--- src/sv/ackrt_pkg.sv ---
// Shared types and constants for the ack/retransmit tracker.
// Used by the controller, the datapath and the top level; no dependencies.
`timescale 1ns / 1ps

package ackrt_pkg;

  localparam int unsigned PEND_DEPTH = 16;
  localparam int unsigned PEER_DEPTH = 16;
  localparam int unsigned IDX_W      = 4;
  localparam int unsigned ID_W       = 48;
  localparam int unsigned SEQ_W      = 32;

  typedef enum logic [1:0] {
    KIND_SEND = 2'd0,
    KIND_RECV = 2'd1,
    KIND_TICK = 2'd2,
    KIND_BAD  = 2'd3
  } kind_e;

  typedef enum logic [3:0] {
    ACT_IGNORED    = 4'd0,
    ACT_SENT       = 4'd1,
    ACT_TABLE_FULL = 4'd2,
    ACT_ACK_CLEAR  = 4'd3,
    ACT_ACK_MISS   = 4'd4,
    ACT_SEND_ACK   = 4'd5,
    ACT_DELIVER    = 4'd6,
    ACT_DUPLICATE  = 4'd7,
    ACT_RETRANSMIT = 4'd8,
    ACT_GIVE_UP    = 4'd9
  } action_e;

  typedef enum logic [1:0] {
    CFG_SELF_ID = 2'd0,
    CFG_RETRY   = 2'd1,
    CFG_MAX_RTY = 2'd2
  } cfg_idx_e;

  // Commands from the controller to the datapath.
  typedef struct packed {
    logic load;
    logic scan_step;
    logic emit_ack;
    logic emit_final;
  } cmd_t;

  // Status from the datapath to the controller.
  typedef struct packed {
    logic out_free;
    logic direct;
    logic need_ack;
    logic is_tick;
    logic held_valid;
    logic scan_done;
  } sts_t;

endpackage

--- src/sv/ackrt_ctrl.sv ---
// Controller state machine for the ack/retransmit tracker.
// Depends on ackrt_pkg for the command and status structs.
`timescale 1ns / 1ps

module ackrt_ctrl (
  input  logic            clk_i,
  input  logic            rst_ni,
  input  logic            in_valid_i,
  output logic            in_stall_o,
  input  ackrt_pkg::sts_t sts_i,
  output ackrt_pkg::cmd_t cmd_o
);

  typedef enum logic [1:0] {
    S_IDLE,
    S_DISP,
    S_SCAN,
    S_FIN
  } state_e;

  state_e state_q, state_d;

  // Ready only between items.
  assign in_stall_o = (state_q != S_IDLE);

  // Next state and commands.
  always_comb begin
    state_d = state_q;
    cmd_o   = '0;
    unique case (state_q)
      S_IDLE: begin
        if (in_valid_i) begin
          cmd_o.load = 1'b1;
          state_d    = S_DISP;
        end
      end
      S_DISP: begin
        if (sts_i.direct) begin
          if (sts_i.out_free) begin
            cmd_o.emit_final = 1'b1;
            state_d          = S_IDLE;
          end
        end else if (sts_i.need_ack) begin
          if (sts_i.out_free) begin
            cmd_o.emit_ack = 1'b1;
            state_d        = S_SCAN;
          end
        end else begin
          state_d = S_SCAN;
        end
      end
      S_SCAN: begin
        cmd_o.scan_step = 1'b1;
        if (sts_i.scan_done) begin
          state_d = S_FIN;
        end
      end
      S_FIN: begin
        if (sts_i.is_tick && !sts_i.held_valid) begin
          state_d = S_IDLE;
        end else if (sts_i.out_free) begin
          cmd_o.emit_final = 1'b1;
          state_d          = S_IDLE;
        end
      end
      default: state_d = S_IDLE;
    endcase
  end

  // State register.
  always_ff @(posedge clk_i or negedge rst_ni) begin
    if (!rst_ni) begin
      state_q <= S_IDLE;
    end else begin
      state_q <= state_d;
    end
  end

endmodule

--- src/sv/ackrt_datapath.sv ---
// Datapath of the ack/retransmit tracker: item register, pending and peer
// tables, slot scanner and output register. Depends on ackrt_pkg.
`timescale 1ns / 1ps

module ackrt_datapath (
  input  logic                         clk_i,
  input  logic                         rst_ni,
  input  ackrt_pkg::cmd_t              cmd_i,
  output ackrt_pkg::sts_t              sts_o,
  input  logic                         cfg_we_i,
  input  logic [1:0]                   cfg_idx_i,
  input  logic [ackrt_pkg::ID_W-1:0]   cfg_data_i,
  input  logic [1:0]                   kind_i,
  input  logic [31:0]                  now_ms_i,
  input  logic [ackrt_pkg::ID_W-1:0]   peer_id_i,
  input  logic [ackrt_pkg::ID_W-1:0]   dst_id_i,
  input  logic                         dst_present_i,
  input  logic                         is_ack_i,
  input  logic                         is_broadcast_i,
  input  logic [ackrt_pkg::SEQ_W-1:0]  msg_seq_i,
  input  logic [ackrt_pkg::SEQ_W-1:0]  ack_seq_i,
  output logic                         out_valid_o,
  input  logic                         out_stall_i,
  output logic [3:0]                   action_o,
  output logic [ackrt_pkg::ID_W-1:0]   out_peer_o,
  output logic [ackrt_pkg::SEQ_W-1:0]  out_seq_o,
  output logic                         peer_table_full_o,
  output logic                         last_o
);

  localparam int unsigned IW = ackrt_pkg::IDX_W;
  localparam int unsigned DW = ackrt_pkg::ID_W;
  localparam int unsigned SW = ackrt_pkg::SEQ_W;
  localparam logic [IW-1:0] PEND_LAST = IW'(ackrt_pkg::PEND_DEPTH - 1);
  localparam logic [IW-1:0] PEER_LAST = IW'(ackrt_pkg::PEER_DEPTH - 1);

  // Configuration registers.
  logic [DW-1:0] self_id_q;
  logic [15:0]   retry_q;
  logic [3:0]    max_rty_q;

  always_ff @(posedge clk_i or negedge rst_ni) begin
    if (!rst_ni) begin
      self_id_q <= '0;
      retry_q   <= 16'd200;
      max_rty_q <= 4'd3;
    end else if (cfg_we_i) begin
      unique case (cfg_idx_i)
        ackrt_pkg::CFG_SELF_ID: self_id_q <= cfg_data_i;
        ackrt_pkg::CFG_RETRY:   retry_q   <= cfg_data_i[15:0];
        ackrt_pkg::CFG_MAX_RTY: max_rty_q <= cfg_data_i[3:0];
        default: ;
      endcase
    end
  end

  // Item register and sequence counter.
  ackrt_pkg::kind_e kind_q;
  logic [31:0] now_q;
  logic [DW-1:0] peer_q, dst_q;
  logic dst_pres_q, is_ack_q, is_bc_q;
  logic [SW-1:0] mseq_q, aseq_q, seq_q, next_seq_q;

  always_ff @(posedge clk_i) begin
    if (cmd_i.load) begin
      kind_q     <= ackrt_pkg::kind_e'(kind_i);
      now_q      <= now_ms_i;
      peer_q     <= peer_id_i;
      dst_q      <= dst_id_i;
      dst_pres_q <= dst_present_i;
      is_ack_q   <= is_ack_i;
      is_bc_q    <= is_broadcast_i;
      mseq_q     <= msg_seq_i;
      aseq_q     <= ack_seq_i;
      seq_q      <= next_seq_q + SW'(1);
    end
  end

  always_ff @(posedge clk_i or negedge rst_ni) begin
    if (!rst_ni) begin
      next_seq_q <= '0;
    end else if (cmd_i.load && (kind_i == ackrt_pkg::KIND_SEND)) begin
      next_seq_q <= next_seq_q + SW'(1);
    end
  end

  // Item classification.
  logic is_send, is_recv, is_tick, ignored, rx_data;
  assign is_send = (kind_q == ackrt_pkg::KIND_SEND);
  assign is_recv = (kind_q == ackrt_pkg::KIND_RECV);
  assign is_tick = (kind_q == ackrt_pkg::KIND_TICK);
  assign ignored = (peer_q == self_id_q) || (dst_pres_q && (dst_q != self_id_q));
  assign rx_data = is_recv && !ignored && !is_ack_q;

  // Tables.
  logic [ackrt_pkg::PEND_DEPTH-1:0] pend_v_q;
  logic [DW-1:0] pend_dst_q [ackrt_pkg::PEND_DEPTH];
  logic [SW-1:0] pend_seq_q [ackrt_pkg::PEND_DEPTH];
  logic [3:0]    pend_att_q [ackrt_pkg::PEND_DEPTH];
  logic [31:0]   pend_dl_q  [ackrt_pkg::PEND_DEPTH];
  logic [ackrt_pkg::PEER_DEPTH-1:0] peer_v_q;
  logic [DW-1:0] peer_key_q [ackrt_pkg::PEER_DEPTH];
  logic [SW-1:0] peer_seq_q [ackrt_pkg::PEER_DEPTH];

  // Scan state.
  logic [IW-1:0] idx_q;
  logic found_q, free_q;
  logic [IW-1:0] found_idx_q, free_idx_q;

  logic ent_v, ent_hit, due, due_hit, blocked, step_en, at_last;
  logic [31:0] diff;

  always_comb begin
    if (rx_data) begin
      ent_v   = peer_v_q[idx_q];
      ent_hit = ent_v && (peer_key_q[idx_q] == peer_q);
      at_last = (idx_q == PEER_LAST);
    end else begin
      ent_v   = pend_v_q[idx_q];
      ent_hit = ent_v && (pend_dst_q[idx_q] == peer_q) && (pend_seq_q[idx_q] == aseq_q);
      at_last = (idx_q == PEND_LAST);
    end
  end

  assign diff    = now_q - pend_dl_q[idx_q];
  assign due     = !diff[31];
  assign due_hit = is_tick && pend_v_q[idx_q] && due;

  // Output register side.
  logic out_valid_q, out_free;
  assign out_free = !out_valid_q || !out_stall_i;

  // Held tick result, sent once the next one or the end of the walk is known.
  logic held_v_q;
  logic [3:0] held_act_q;
  logic [DW-1:0] held_peer_q;
  logic [SW-1:0] held_seq_q;

  assign blocked = due_hit && held_v_q && !out_free;
  assign step_en = cmd_i.scan_step && !blocked;

  always_ff @(posedge clk_i) begin
    if (cmd_i.load) begin
      idx_q   <= '0;
      found_q <= 1'b0;
      free_q  <= 1'b0;
    end else if (step_en) begin
      idx_q <= idx_q + IW'(1);
      if (ent_hit && !found_q) begin
        found_q     <= 1'b1;
        found_idx_q <= idx_q;
      end
      if (!ent_v && !free_q) begin
        free_q     <= 1'b1;
        free_idx_q <= idx_q;
      end
    end
  end

  // Final result of an item; a tick item gives its held tick result.
  logic [3:0]    fin_act;
  logic [DW-1:0] fin_peer;
  logic [SW-1:0] fin_seq;
  logic          fin_full;

  always_comb begin
    fin_act  = ackrt_pkg::ACT_IGNORED;
    fin_peer = peer_q;
    fin_seq  = mseq_q;
    fin_full = 1'b0;
    case (kind_q)
      ackrt_pkg::KIND_SEND: begin
        fin_seq = seq_q;
        if (is_bc_q) begin
          fin_act  = ackrt_pkg::ACT_SENT;
          fin_peer = '0;
        end else if (is_ack_q || free_q) begin
          fin_act = ackrt_pkg::ACT_SENT;
        end else begin
          fin_act = ackrt_pkg::ACT_TABLE_FULL;
        end
      end
      ackrt_pkg::KIND_RECV: begin
        if (ignored) begin
          fin_act = ackrt_pkg::ACT_IGNORED;
        end else if (is_ack_q) begin
          fin_seq = aseq_q;
          fin_act = found_q ? ackrt_pkg::ACT_ACK_CLEAR : ackrt_pkg::ACT_ACK_MISS;
        end else if (found_q && (peer_seq_q[found_idx_q] == mseq_q)) begin
          fin_act = ackrt_pkg::ACT_DUPLICATE;
        end else begin
          fin_act  = ackrt_pkg::ACT_DELIVER;
          fin_full = !found_q && !free_q;
        end
      end
      ackrt_pkg::KIND_TICK: begin
        fin_act  = held_act_q;
        fin_peer = held_peer_q;
        fin_seq  = held_seq_q;
      end
      default: begin
        fin_peer = '0;
        fin_seq  = '0;
      end
    endcase
  end

  // Pending and peer table valid bits.
  logic commit;
  assign commit = cmd_i.emit_final && !is_tick;

  always_ff @(posedge clk_i or negedge rst_ni) begin
    if (!rst_ni) begin
      pend_v_q <= '0;
      peer_v_q <= '0;
    end else begin
      if (step_en && due_hit && (pend_att_q[idx_q] >= max_rty_q)) begin
        pend_v_q[idx_q] <= 1'b0;
      end
      if (commit && is_send && !is_bc_q && !is_ack_q && free_q) begin
        pend_v_q[free_idx_q] <= 1'b1;
      end
      if (commit && is_recv && !ignored && is_ack_q && found_q) begin
        pend_v_q[found_idx_q] <= 1'b0;
      end
      if (commit && rx_data && !found_q && free_q) begin
        peer_v_q[free_idx_q] <= 1'b1;
      end
    end
  end

  // Table contents.
  always_ff @(posedge clk_i) begin
    if (step_en && due_hit && (pend_att_q[idx_q] < max_rty_q)) begin
      pend_att_q[idx_q] <= pend_att_q[idx_q] + 4'd1;
      pend_dl_q[idx_q]  <= now_q + {16'd0, retry_q};
    end
    if (commit && is_send && !is_bc_q && !is_ack_q && free_q) begin
      pend_dst_q[free_idx_q] <= peer_q;
      pend_seq_q[free_idx_q] <= seq_q;
      pend_att_q[free_idx_q] <= 4'd0;
      pend_dl_q[free_idx_q]  <= now_q + {16'd0, retry_q};
    end
    if (commit && rx_data) begin
      if (found_q) begin
        peer_seq_q[found_idx_q] <= mseq_q;
      end else if (free_q) begin
        peer_key_q[free_idx_q] <= peer_q;
        peer_seq_q[free_idx_q] <= mseq_q;
      end
    end
  end

  // Held tick result.
  always_ff @(posedge clk_i or negedge rst_ni) begin
    if (!rst_ni) begin
      held_v_q <= 1'b0;
    end else if (cmd_i.load || cmd_i.emit_final) begin
      held_v_q <= 1'b0;
    end else if (step_en && due_hit) begin
      held_v_q <= 1'b1;
    end
  end

  always_ff @(posedge clk_i) begin
    if (step_en && due_hit) begin
      held_act_q  <= (pend_att_q[idx_q] >= max_rty_q) ? ackrt_pkg::ACT_GIVE_UP
                                                      : ackrt_pkg::ACT_RETRANSMIT;
      held_peer_q <= pend_dst_q[idx_q];
      held_seq_q  <= pend_seq_q[idx_q];
    end
  end

  // Output register.
  logic push_held;
  assign push_held = step_en && due_hit && held_v_q;

  always_ff @(posedge clk_i or negedge rst_ni) begin
    if (!rst_ni) begin
      out_valid_q <= 1'b0;
    end else if (cmd_i.emit_ack || cmd_i.emit_final || push_held) begin
      out_valid_q <= 1'b1;
    end else if (!out_stall_i) begin
      out_valid_q <= 1'b0;
    end
  end

  always_ff @(posedge clk_i) begin
    if (cmd_i.emit_ack) begin
      action_o          <= ackrt_pkg::ACT_SEND_ACK;
      out_peer_o        <= peer_q;
      out_seq_o         <= mseq_q;
      peer_table_full_o <= 1'b0;
      last_o            <= 1'b0;
    end else if (push_held) begin
      action_o          <= held_act_q;
      out_peer_o        <= held_peer_q;
      out_seq_o         <= held_seq_q;
      peer_table_full_o <= 1'b0;
      last_o            <= 1'b0;
    end else if (cmd_i.emit_final) begin
      action_o          <= fin_act;
      out_peer_o        <= fin_peer;
      out_seq_o         <= fin_seq;
      peer_table_full_o <= fin_full;
      last_o            <= 1'b1;
    end
  end

  assign out_valid_o = out_valid_q;

  // Status to the controller.
  always_comb begin
    sts_o            = '0;
    sts_o.out_free   = out_free;
    sts_o.direct     = (kind_q == ackrt_pkg::KIND_BAD) || (is_send && (is_bc_q || is_ack_q))
                       || (is_recv && ignored);
    sts_o.need_ack   = rx_data && dst_pres_q;
    sts_o.is_tick    = is_tick;
    sts_o.held_valid = held_v_q;
    sts_o.scan_done  = step_en && at_last;
  end

endmodule

--- src/sv/ack_retransmit_tracker_unit.sv ---
// Ack/retransmit tracker: a send sequencer with a pending retry table and a
// per-source duplicate filter. A direct item goes from the item register
// to the result register; other items first walk a table (16 slots, one per
// cycle in the shared scanner, held while a due tick result waits on a stalled
// output). One item at a time: the input stalls until the item is done.
// Reset (async, active low) clears the sequence counter, all valid bits and
// restores the registers to self_id 0, retry interval 200, max retries 3.
`timescale 1ns / 1ps

module ack_retransmit_tracker_unit (
  input  logic        clk_i,
  input  logic        rst_ni,
  input  logic        cfg_we_i,
  input  logic [1:0]  cfg_idx_i,
  input  logic [47:0] cfg_data_i,
  input  logic        in_valid_i,
  output logic        in_stall_o,
  input  logic [1:0]  kind_i,
  input  logic [31:0] now_ms_i,
  input  logic [47:0] peer_id_i,
  input  logic [47:0] dst_id_i,
  input  logic        dst_present_i,
  input  logic        is_ack_i,
  input  logic        is_broadcast_i,
  input  logic [31:0] msg_seq_i,
  input  logic [31:0] ack_seq_i,
  output logic        out_valid_o,
  input  logic        out_stall_i,
  output logic [3:0]  action_o,
  output logic [47:0] out_peer_o,
  output logic [31:0] out_seq_o,
  output logic        peer_table_full_o,
  output logic        last_o
);

  ackrt_pkg::cmd_t cmd;
  ackrt_pkg::sts_t sts;

  // Sequencing.
  ackrt_ctrl u_ctrl (
    .clk_i      (clk_i),
    .rst_ni     (rst_ni),
    .in_valid_i (in_valid_i),
    .in_stall_o (in_stall_o),
    .sts_i      (sts),
    .cmd_o      (cmd)
  );

  // Tables and result path.
  ackrt_datapath u_dp (
    .clk_i             (clk_i),
    .rst_ni            (rst_ni),
    .cmd_i             (cmd),
    .sts_o             (sts),
    .cfg_we_i          (cfg_we_i),
    .cfg_idx_i         (cfg_idx_i),
    .cfg_data_i        (cfg_data_i),
    .kind_i            (kind_i),
    .now_ms_i          (now_ms_i),
    .peer_id_i         (peer_id_i),
    .dst_id_i          (dst_id_i),
    .dst_present_i     (dst_present_i),
    .is_ack_i          (is_ack_i),
    .is_broadcast_i    (is_broadcast_i),
    .msg_seq_i         (msg_seq_i),
    .ack_seq_i         (ack_seq_i),
    .out_valid_o       (out_valid_o),
    .out_stall_i       (out_stall_i),
    .action_o          (action_o),
    .out_peer_o        (out_peer_o),
    .out_seq_o         (out_seq_o),
    .peer_table_full_o (peer_table_full_o),
    .last_o            (last_o)
  );

endmodule
--- config.mk ---
export PLATFORM = sky130hd
export DESIGN_NAME = ack_retransmit_tracker_unit
export DESIGN_NICKNAME = d
export VERILOG_FILES = /design/src/sv/ackrt_pkg.sv /design/src/sv/ackrt_ctrl.sv /design/src/sv/ackrt_datapath.sv /design/src/sv/ack_retransmit_tracker_unit.sv
export SDC_FILE = /design/constraint.sdc
export NUM_CORES = 2
export LEC_CHECK = 0
export BUFFER_PORTS_ARGS = -buffer_cell sky130_fd_sc_hd__buf_2
export CAP_MARGIN = 20
export CORE_MARGIN = 1.5
export CORE_UTILIZATION = 35
export DETAILED_ROUTE_END_ITERATION = 10
export GPL_TIMING_DRIVEN = 1
export MAX_ROUTING_LAYER = met4
export RECOVER_POWER = 100
export SLEW_MARGIN = 5
export SYNTH_ARGS = -nofsm -noshare
export SYNTH_HDL_FRONTEND = slang
export SYNTH_SLANG_ARGS = --single-unit
--- constraint.sdc ---
create_clock -name clk_i -period 12.3 [get_ports clk_i]
set_clock_uncertainty 0.15 [all_clocks]
set_input_delay 1.845 -clock clk_i [delete_from_list [all_inputs] [get_ports clk_i]]
set_output_delay 1.845 -clock clk_i [all_outputs]
set_load 0.02 [all_outputs]
==> results_dict.tcl <==
set metrics [dict create \
    routed_wl_um 468000 \
    first_global_vias 80100 \
    cts_max_path_buffers 4 \
    place_area_um2 157000 \
    finalCriticalPeriod_ns 10.24 \
    layout.nets 8524 \
    synth_ff_type "edfxtp_1" \
    hold_violations 0 \
    grt_overflow 0 \
    wl_per_cell_um 32.9 \
    syn-mean-instance-area_um2 19.5 \
    cts_buffers 386 \
    cts_setup_buffers 0 \
    final_common_cell "edfxtp_1" \
    p_sw_frac 0.316 \
    ant_nets 0 \
    die_height_um 654 \
    fill_cells 37600 \
    worstPathArrival_ns 10.74 \
    layout_common_cells "edfxtp_1 (3534), mux4_2 (732), clkbuf_16 (389)" \
    power.switching_w 0.0113 \
    rows 239 \
    drt_pass1_iterations 8 \
    fmax_mhz 97.7 \
    clkLatencyLatePin_ns 1.01 \
    status "finished, violations left" \
    port_buffers 339 \
    drc 0 \
    dieArea_um2 428000 \
    final_max_slew_viol_count 3178 \
    critical_path.max_stage_delay_ns 2.20 \
    drive_gt1_frac 0.216 \
    num_vias 80400 \
    leakagePower_nw 54.0 \
    worst_path_max_delay_cell "clkbuf_1" \
    syn_area_um2 148000 \
    combPwrFrac 0.236 \
    cts_root_buffer "clkbuf_16" \
    path_class "flip-flop to flip-flop" \
    antenna_found_initial 43 \
    rsz0062_at_grt "false" \
    clockPowerShare 0.326 \
    relSlewSlack -2.49 \
    tightest_slew_ns 5.23 \
    grt_max_degree 121 \
    hold_ws_ns 0.313 \
    cp_num_buf_inv 3 \
    path_clk_slew_ns 0.07 \
    io_pins 340 \
    min_period_over_period 0.832 \
    p_per_area_nw_per_um2 211 \
    ys_ff_latch 3690 \
    yosys_warnings 0 \
    crit_chain "clkbuf_1, nor2b_1, clkbuf_1, buf_4, a22oi_1, a31oi_1, o21bai_1, or4_1, or4b_1, nor3_1, a32oi_1, nor3_2" \
    htreeDepth 5 \
    violations "max-capacitance violations, max-slew violations" \
    worst_setup_path_start_kind "flip-flop" \
    ys_seq_area_frac 0.740 \
    syn_nets 7943 \
    gp_congestion 0.938 \
    fin_setup_tns_ns 0 \
    ir_worst_vdd_mv 0.163 \
    seqPwrFrac 0.438 \
    worstPathMaxFanout 34 \
    final_area_um2 169000 \
    hold_start "u_dp.peer_v_q[12]" \
    core_um2 423000 \
    end_kind "flip-flop" \
    die_w_um 654 \
    crit_required_ns 12.80 \
    synth_edf_count 3534 \
    setup_viol 0 \
    min_path_type "flip-flop to flip-flop" \
    total_power_w 0.0357 \
    cpMostUsedCell "clkbuf_1" \
    vias_per_cell 5.65 \
    grt_pass1_wl_um 642000 \
    async_flop_share 0.0369 \
    drt_iter0_drc 10300 \
    synth_cells 7634 \
    cts_tree "done" \
    p_int_w 0.0244 \
    hpwl_um 286000 \
    drv_cap 93 \
    cts_resized 0 \
    path_delay_family "buffers and inverters" \
    yosysUniqueCellTypes 101 \
    cts_sinks 3690 \
    initial_core_util 0.351 \
    grt_usage 0.220 \
    hold_buffers 0 \
    area_delta_synth_final_pct 14.0 \
]
worst paths after layout:
path | endpoint | slack (ns) | cells past startpoint
worst max-delay path | u_dp.found_idx_q[3] | 2.06 | 12
worst min-delay path | u_dp.peer_v_q[12] | 0.31 | 1
worst max register to register | u_dp.found_idx_q[3] | 2.06 | 12
worst min register to register | u_dp.peer_v_q[12] | 0.31 | 1
max in group asynchronous | u_dp.next_seq_q[29] | 4.24 | 2
min in group asynchronous | u_dp.self_id_q[42] | 2.60 | 1
through the flow:
step                      instances  utilization  worst slack [ns]
after floorplan                7634            -              1.27
after global placement        13500        0.372              4.70
after detailed placement      13500        0.372              4.68
after CTS                     14200        0.402              4.63
after global routing          14200        0.400              2.13
final                         14200        0.400              2.06
logic make-up (layout without fill, tap and decap cells):
group / after synthesis / after routing / synth area share
flops: 3690 / 3690 / 0.740
mux: 1250 / 1250 / 0.148
simple gates: 1050 / 1050 / 0.0354
compound gates: 710 / 710 / 0.0320
buf+inv: 530 / 1426 / 0.0188
xor+xnor: 347 / 347 / 0.0205
fa+ha+maj: 57 / 57 / 0.00485
other cells: 0 / 25 / 0
Yosys cell counts, types with 46 or more instances:
cell | n | area (um^2)
a21oi_1 | 159 | 796
xnor2_1 | 185 | 1620
buf_6 | 50 | 563
nor2_1 | 195 | 732
a22oi_1 | 92 | 691
o21ai_0 | 141 | 706
dfrtp_1 | 131 | 3280
inv_1 | 115 | 432
nand4_1 | 58 | 363
buf_2 | 107 | 536
mux4_2 | 732 | 16500
a22o_1 | 57 | 499
nand3_1 | 113 | 566
mux2i_1 | 382 | 3820
clkbuf_1 | 156 | 586
edfxtp_1 | 3534 | 106000
xor2_1 | 162 | 1420
ha_1 | 56 | 701
nand2_1 | 345 | 1290
mux2_2 | 122 | 1370
buf_1 | 46 | 173
cell type report:
cell class	count	area [um^2]	share of cell area
flip-flops and latches	3690	110000	0.649
multi-input cells	3414	36200	0.214
clock buffers	468	10100	0.0598
repair buffers	606	3010	0.0178
diodes	25	62.6	0.000369
inverters	117	494	0.00292
clock inverters	235	2400	0.0142
well taps	5663	7090	0.0418
state kept, by name (all words and copies together), names as in the netlist, 64 cells and up, named ones only:
register	flops
u_dp.pend_dst_q	768
u_dp.peer_seq_q	512
u_dp.pend_att_q	64
u_dp.peer_key_q	768
u_dp.pend_dl_q	512
u_dp.pend_seq_q	512
routing by layer:
layer | GRT usage | share of wire | up-vias
met5 | - | 0 | -
met4 | 0.0891 | 0.048 | 0
met3 | 0.0420 | 0.091 | 899
met2 | 0.350 | 0.48 | 4412
met1 | 0.277 | 0.38 | 42900
li1 | - | - | 32200
power by group through the flow:
stage          Sequential, W  Combinational [W]  Clock [W]
2_1_floorplan         0.0157            0.00517          0
3_3_place_gp          0.0158            0.00824          0
3_5_place_dp          0.0158            0.00836          0
4_1_cts               0.0156            0.00839     0.0118
5_1_grt               0.0157            0.00880     0.0122
6_report              0.0156            0.00842     0.0116
(Power assumes the default switching activity.)
